File: src/sv/lqfl_pkg.sv
// Shared types and constants for the linked queue with free list.
// No dependencies; used by lqfl_ctrl, lqfl_datapath and the top level.
`default_nettype none

package lqfl_pkg;

    // operation code carried on s_tuser
    localparam logic KIND_ENQ = 1'b0;
    localparam logic KIND_DEQ = 1'b1;

    // result flag positions on m_tuser
    localparam int OUT_USER_W   = 3;
    localparam int USER_ACCEPT  = 0;
    localparam int USER_EMPTY   = 1;
    localparam int USER_FULL    = 2;

    localparam int IO_DATA_W = 32;

    // controller to datapath commands
    typedef struct packed {
        logic start;   // latch transaction, launch memory reads
        logic exec;    // apply list update, load result register
    } lqfl_cmd_t;

endpackage

`default_nettype wire

File: src/sv/lqfl_ctrl.sv
// Sequencer for the linked queue: accept, execute, result handshake.
// Depends on lqfl_pkg for the command struct.
`default_nettype none

module lqfl_ctrl (
    input  wire logic              aclk,
    input  wire logic              aresetn,
    input  wire logic              s_tvalid,
    output logic                   s_tready,
    output logic                   m_tvalid,
    input  wire logic              m_tready,
    output lqfl_pkg::lqfl_cmd_t    cmd
);

    typedef enum logic {
        ST_IDLE,
        ST_EXEC
    } state_t;

    state_t state_reg, state_next;
    logic   out_valid_reg, out_valid_next;
    logic   can_load;

    always_comb begin
        s_tready  = (state_reg == ST_IDLE);
        can_load  = !out_valid_reg || m_tready;
        cmd.start = s_tvalid && (state_reg == ST_IDLE);
        cmd.exec  = (state_reg == ST_EXEC) && can_load;

        state_next = state_reg;
        case (state_reg)
            ST_IDLE: begin
                if (cmd.start) begin
                    state_next = ST_EXEC;
                end
            end
            ST_EXEC: begin
                if (cmd.exec) begin
                    state_next = ST_IDLE;
                end
            end
            default: state_next = ST_IDLE;
        endcase

        if (cmd.exec) begin
            out_valid_next = 1'b1;
        end else if (m_tready) begin
            out_valid_next = 1'b0;
        end else begin
            out_valid_next = out_valid_reg;
        end
    end

    always_ff @(posedge aclk) begin
        if (!aresetn) begin
            state_reg     <= ST_IDLE;
            out_valid_reg <= 1'b0;
        end else begin
            state_reg     <= state_next;
            out_valid_reg <= out_valid_next;
        end
    end

    assign m_tvalid = out_valid_reg;

endmodule

`default_nettype wire

File: src/sv/lqfl_datapath.sv
// Node store, list pointers and result register of the linked queue.
// Depends on lqfl_pkg; driven by lqfl_ctrl commands.
`default_nettype none

module lqfl_datapath #(
    parameter int NODE_COUNT = 16,
    parameter int DATA_WIDTH = 32
) (
    input  wire logic                                aclk,
    input  wire logic                                aresetn,
    input  wire lqfl_pkg::lqfl_cmd_t                 cmd,
    input  wire logic                                in_kind,
    input  wire logic [lqfl_pkg::IO_DATA_W-1:0]      in_data,
    output logic [lqfl_pkg::IO_DATA_W-1:0]           out_data,
    output logic [lqfl_pkg::OUT_USER_W-1:0]          out_user
);

    localparam int IDX_W   = $clog2(NODE_COUNT + 1);
    localparam int ADDR_W  = $clog2(NODE_COUNT);
    localparam int STORE_W = (DATA_WIDTH < lqfl_pkg::IO_DATA_W) ? DATA_WIDTH
                                                                : lqfl_pkg::IO_DATA_W;
    localparam logic [IDX_W-1:0] NIL = IDX_W'(NODE_COUNT);

    logic [STORE_W-1:0] payload_mem [NODE_COUNT];
    logic [IDX_W-1:0]   link_mem    [NODE_COUNT];

    logic [IDX_W-1:0]   free_head_reg, free_head_next;
    logic [IDX_W-1:0]   queue_head_reg, queue_head_next;
    logic [IDX_W-1:0]   queue_tail_reg, queue_tail_next;
    // nodes below this count were never taken; their link is implied
    logic [IDX_W-1:0]   fresh_reg, fresh_next;

    logic               kind_reg;
    logic [STORE_W-1:0] data_reg;
    logic [IDX_W-1:0]   node_reg;
    logic [STORE_W-1:0] payload_q_reg;
    logic [IDX_W-1:0]   link_q_reg;

    logic [lqfl_pkg::IO_DATA_W-1:0]  out_data_reg, out_data_next;
    logic [lqfl_pkg::OUT_USER_W-1:0] out_user_reg, out_user_next;

    logic [IDX_W-1:0]  sel_node;
    logic [IDX_W-1:0]  link_val;
    logic              node_ok;
    logic              link_we;
    logic [ADDR_W-1:0] link_waddr;
    logic [IDX_W-1:0]  link_wdata;
    logic              pay_we;

    assign sel_node = (in_kind == lqfl_pkg::KIND_DEQ) ? queue_head_reg : free_head_reg;

    always_comb begin
        if (node_reg < fresh_reg) begin
            link_val = (node_reg == '0) ? NIL : node_reg - IDX_W'(1);
        end else begin
            link_val = link_q_reg;
        end

        node_ok         = (node_reg < NIL);
        free_head_next  = free_head_reg;
        queue_head_next = queue_head_reg;
        queue_tail_next = queue_tail_reg;
        fresh_next      = fresh_reg;
        link_we         = 1'b0;
        link_waddr      = node_reg[ADDR_W-1:0];
        link_wdata      = free_head_reg;
        pay_we          = 1'b0;
        out_data_next   = '0;

        if (kind_reg == lqfl_pkg::KIND_ENQ) begin
            if (node_ok) begin
                pay_we         = 1'b1;
                free_head_next = (link_val < NIL) ? link_val : NIL;
                if (node_reg < fresh_reg) begin
                    fresh_next = node_reg;
                end
                // the new tail's link is never read, so only the old tail is relinked
                if (queue_tail_reg < NIL) begin
                    link_we    = 1'b1;
                    link_waddr = queue_tail_reg[ADDR_W-1:0];
                    link_wdata = node_reg;
                end else begin
                    queue_head_next = node_reg;
                end
                queue_tail_next = node_reg;
            end
        end else begin
            if (node_ok) begin
                out_data_next  = lqfl_pkg::IO_DATA_W'(payload_q_reg);
                link_we        = 1'b1;
                free_head_next = node_reg;
                if (node_reg == queue_tail_reg || !(link_val < NIL)) begin
                    queue_head_next = NIL;
                    queue_tail_next = NIL;
                end else begin
                    queue_head_next = link_val;
                end
            end
        end

        out_user_next                         = '0;
        out_user_next[lqfl_pkg::USER_ACCEPT]  = node_ok;
        out_user_next[lqfl_pkg::USER_EMPTY]   = !(queue_head_next < NIL);
        out_user_next[lqfl_pkg::USER_FULL]    = !(free_head_next < NIL);
    end

    always_ff @(posedge aclk) begin
        if (!aresetn) begin
            free_head_reg  <= NIL - IDX_W'(1);
            queue_head_reg <= NIL;
            queue_tail_reg <= NIL;
            fresh_reg      <= NIL;
        end else if (cmd.exec) begin
            free_head_reg  <= free_head_next;
            queue_head_reg <= queue_head_next;
            queue_tail_reg <= queue_tail_next;
            fresh_reg      <= fresh_next;
        end
    end

    always_ff @(posedge aclk) begin
        if (cmd.start) begin
            kind_reg <= in_kind;
            data_reg <= in_data[STORE_W-1:0];
            node_reg <= sel_node;
        end
        if (cmd.exec) begin
            out_data_reg <= out_data_next;
            out_user_reg <= out_user_next;
        end
    end

    // node store: one write and one registered read per memory
    always_ff @(posedge aclk) begin
        if (cmd.start) begin
            payload_q_reg <= payload_mem[sel_node[ADDR_W-1:0]];
            link_q_reg    <= link_mem[sel_node[ADDR_W-1:0]];
        end
        if (cmd.exec && pay_we) begin
            payload_mem[node_reg[ADDR_W-1:0]] <= data_reg;
        end
        if (cmd.exec && link_we) begin
            link_mem[link_waddr] <= link_wdata;
        end
    end

    assign out_data = out_data_reg;
    assign out_user = out_user_reg;

endmodule

`default_nettype wire

File: src/sv/linked_queue_with_free_list_core.sv
// Linked-list FIFO queue in a fixed node store with a free list of unused nodes.
// Transactions in on s_*: s_tuser = kind (0 enqueue s_tdata, 1 dequeue head).
// Each transaction gives exactly one result transaction on m_*:
//   m_tdata = removed payload on a successful dequeue, else 0;
//   m_tuser = {full_res, empty_res, accepted} from the highest bit down.
// An enqueue with no free node is dropped with accepted = 0; a dequeue on an
// empty queue returns accepted = 0 and zero data.
// Sequence: an accepted transaction launches the node store reads; the execute
// step then applies the list update and loads the result register, from which
// m_tvalid is driven. A new transaction is taken only after the last one has
// executed, set by the registered read of the link memory that the update needs.
// A waiting result does not block acceptance of the next transaction; only the
// execute step waits while the result register is still occupied, so m_tready
// low for long eventually holds s_tready low.
// Reset (aresetn low, synchronous) empties the queue and frees every node;
// no clearing pass is needed, so the block is ready on the first cycle after.
// Uses lqfl_pkg, lqfl_ctrl and lqfl_datapath.
`default_nettype none

module linked_queue_with_free_list_core #(
    parameter int NODE_COUNT = 16,
    parameter int DATA_WIDTH = 32
) (
    input  wire logic                                aclk,
    input  wire logic                                aresetn,
    input  wire logic                                s_tvalid,
    output logic                                     s_tready,
    input  wire logic [lqfl_pkg::IO_DATA_W-1:0]      s_tdata,   // [31:0] data
    input  wire logic                                s_tuser,   // [0] kind
    output logic                                     m_tvalid,
    input  wire logic                                m_tready,
    output logic [lqfl_pkg::IO_DATA_W-1:0]           m_tdata,   // [31:0] out_data
    output logic [lqfl_pkg::OUT_USER_W-1:0]          m_tuser    // [0] accepted,
                                                                // [1] empty_res,
                                                                // [2] full_res
);

    lqfl_pkg::lqfl_cmd_t cmd;

    lqfl_ctrl u_ctrl (
        .aclk     (aclk),
        .aresetn  (aresetn),
        .s_tvalid (s_tvalid),
        .s_tready (s_tready),
        .m_tvalid (m_tvalid),
        .m_tready (m_tready),
        .cmd      (cmd)
    );

    lqfl_datapath #(
        .NODE_COUNT (NODE_COUNT),
        .DATA_WIDTH (DATA_WIDTH)
    ) u_datapath (
        .aclk     (aclk),
        .aresetn  (aresetn),
        .cmd      (cmd),
        .in_kind  (s_tuser),
        .in_data  (s_tdata),
        .out_data (m_tdata),
        .out_user (m_tuser)
    );

endmodule

`default_nettype wire

File: config.mk
export PLATFORM = sky130hd
export DESIGN_NAME = linked_queue_with_free_list_core
export DESIGN_NICKNAME = d
export VERILOG_FILES = /design/src/sv/lqfl_pkg.sv /design/src/sv/lqfl_ctrl.sv /design/src/sv/lqfl_datapath.sv /design/src/sv/linked_queue_with_free_list_core.sv
export SDC_FILE = /design/constraint.sdc
export NUM_CORES = 1
export LEC_CHECK = 0
export BUFFER_PORTS_ARGS = -buffer_cell sky130_fd_sc_hd__buf_4
export CORE_UTILIZATION = 50
export CTS_CLUSTER_DIAMETER = 150
export DETAILED_ROUTE_END_ITERATION = 12
export GPL_TIMING_DRIVEN = 0
export PLACE_DENSITY = 0.67
export SYNTH_ARGS = -nofsm -noshare
export SYNTH_HDL_FRONTEND = slang
export SYNTH_HIERARCHICAL = 1
export SYNTH_SLANG_ARGS = --single-unit
File: constraint.sdc
create_clock -name aclk -period 4.27 [get_ports aclk]
set_input_delay 0.854 -clock aclk [delete_from_list [all_inputs] [get_ports aclk]]
set_output_delay 0.854 -clock aclk [all_outputs]
set_load 0.02 [all_outputs]
==> metrics.txt <==
Hold Path Class in -> reg; Worst EP arrival just over 4 ns; GRT Overall Usage between 20% and 30%; area of the core roughly 56000 sq um; layout cells sized above 1 around 12%; Inserted Clock Buffers 74; Sw Share roughly a quarter; yosys warns 6; clk slew on worst S/H paths 0.06 ns; Async SR Flop Fraction 0%; largest area contributor in the netlist edfxtp_1; Post-Route WL just under 80000 microns; Skew-Pair Late Insertion Delay roughly 0.60 ns; Worst Path Required roughly 4.6 ns; Mapped Area roughly 29000 sq um; largest cells by area after synthesis edfxtp_1, nand2_1, nand3_1; vias per cell a little under 6; # setup viols final 0; via count between 15000 and 20000; Slew Limit Headroom a little over a tenth; WS Path Type in -> reg; # rows 87; Syn Inst Count 2154; DIE WIDTH 241 microns; hold path start s_tdata[20]; Synth top area share 73.8%; Avg Cell Area, Syn about 13 sq um; final worst path period need about 3.8 ns; placed wire-length estimate 49700 microns; EDFF count, synth 702; post-synth cell types 53; Peak VDD IR about 0.00030 V; RSZ-0062 raised after global routing false; leading cell type in the layout, fill and taps excluded edfxtp_1; CTS H-tree depth 3; FF-to-FF path depth 9; number of global-route vias before repair about 18000; Layout area overhead 14.7%; PwrDens 472 nW/um^2; Post-CTS Hold Buffers 0; Clk network pwr share approximately two fifths; final worst slack between 0.4 and 0.5 ns; antenna cells 0; Fmax achieved between 200 and 300 MHz; sequential area share after synthesis 75.4%; I/O Buffers 73; Net Count, Synth approximately 2200; DR iter-0 viols approximately 2500; clk sinks just over 700; antenna violations before repair 1; Post-Layout Cell Count about 3100; Layout Skew around 0.022 ns; cts repair resizes 0; antenna viol nets, final 0; full die area ~58000 sq um; setup slack, reg-to-reg ~0.48 ns; Hold Slack between 0.4 and 0.5 ns; clock root buffer clkbuf_16; grt ovf 0; Placed Area about 30000 sq um; DRT Pass-1 Iters 6; number of flip-flops in the largest register 512; Crit Path Max Fanout 39; Worst R2R End u_datapath/payload_mem[7][8]$_DFFE_PP_; crit share post-route between 80% and 90%; worst-margin pin slew around 1.3 ns; pin count of the biggest net entering global routing 40; routed len/inst 24.6 microns; Cells after DPL about 3000; Setup crit end kind register; worst slack, placed -0.118 ns; setup TNS 0 ns; worst r2r src u_ctrl/state_reg$_SDFF_PN0_; final instance area 32700 sq um; filler cell count 4406; Seq cells post-synth between 700 and 800; logic gate share of total power 8.7%; GPL Wtd Cong 0.917; final slew viol count 0; end of the critical path u_datapath/payload_mem[7][8]$_DFFE_PP_; predominant post-synthesis flop cell edfxtp_1; maximum root-to-sink buffer count 3; # IOs 74; # Max-Cap Violations 0; TritonCTS clock tree done; Die H around 240 microns; fin nets between 2000 and 2500; critical path launch point type input pin; most frequent cells in the layout edfxtp_1, nand2_1, nand3_1, and3_1, buf_4; Setup crit start m_tready; total leakage power approximately 11 nW; Hold Violations, Final 0; Initial Util between 50 and 60%; Post-CTS Setup Inserts 0; sequential group share of total power a little over half; status finished, final reports clean; P_int ~12 mW; # DRC 0; Net Switching roughly 3.6 mW; first-pass GRT wire length roughly 110000 microns
## worst max-delay path: stages
cell      delay, ns
buf_4          0.08
nand2b_4       0.12
and2_1         0.12
buf_4          0.55
nand2_1        0.38
nor2_1         0.36
clkbuf_1       0.41
nand2_1        0.17
nor2_1         0.24
and2_2         0.52
buf_12         0.26
## synth_stat cells (9+ instances only)
cell type / n
a21oi_1: 62
a311oi_1: 60
and2_1: 13
and3_1: 101
buf_2: 55
buf_4: 9
clkbuf_1: 60
dfxtp_1: 22
edfxtp_1: 702
ha_1: 10
inv_1: 18
nand2_1: 618
nand3_1: 253
nor2_1: 31
nor3_1: 9
o21ai_0: 15
or3_1: 30
## cell type report
type	count	area [sq um]	area share, %
clock inverter	32	239	0.730
buffer	127	579	1.77
tap	756	946	2.89
inverter	22	82.6	0.252
clock buffer	99	2010	6.14
timing repair buffer	95	965	2.95
sequential	724	21500	65.8
multi-input combinational	1281	6390	19.5
## metrics by stage
step	util, %	total power [mW]
floorplan	-	8.94
global placement	53.3	9.48
detailed placement	54.1	9.53
CTS	58.0	15.5
global route	58.0	15.9
finish	58.0	15.5
## routing by layer
metal	part of all wire, %	global-route usage [%]	up-vias
li1	-	-	8232
met1	38	36.3	9111
met2	48	43.8	1096
met3	10	4.70	143
met4	3.2	10.5	2
met5	0.014	0	-
## cells by family (layout without fill, tap and decap cells)
logic type      after synthesis  after routing  share of synthesized area, %
fa+ha+maj                    10             10                         0.438
simple gates               1077           1077                          16.9
buf+inv                     149            375                          2.32
flops                       724            724                          75.4
compound gates              179            179                          4.42
mux                          10             10                         0.421
xor+xnor                      5              5                         0.153
## power groups by stage
stage / registers (mW) / clock network (mW) / logic (mW)
after floorplan: 8.18 / 0 / 0.764
after CTS: 8.05 / 6.12 / 1.33
final: 8.05 / 6.05 / 1.35
after detailed placement: 8.20 / 0 / 1.33
after global placement: 8.20 / 0 / 1.29
after global routing: 8.06 / 6.39 / 1.45
## worst min path at each step
| stage | end | slack [ns] | depth (start not counted) |
|---|---|---|---|
| 2_1_floorplan | u_datapath/free_head_reg[4]$_SDFFE_PN0P_ | 0.45 | 2 |
| 3_3_place_gp | u_datapath/queue_head_reg[4]$_SDFFE_PN1P_ | 0.47 | 2 |
| 3_5_place_dp | u_datapath/fresh_reg[4]$_SDFFE_PN1P_ | 0.48 | 2 |
| 4_1_cts | u_datapath/data_reg[20]$_DFFE_PP_ | 0.40 | 1 |
| 5_1_grt | u_datapath/data_reg[24]$_DFFE_PP_ | 0.41 | 1 |
| 6_report | u_datapath/data_reg[20]$_DFFE_PP_ | 0.43 | 1 |
Power figures use the tool's default switching activity.
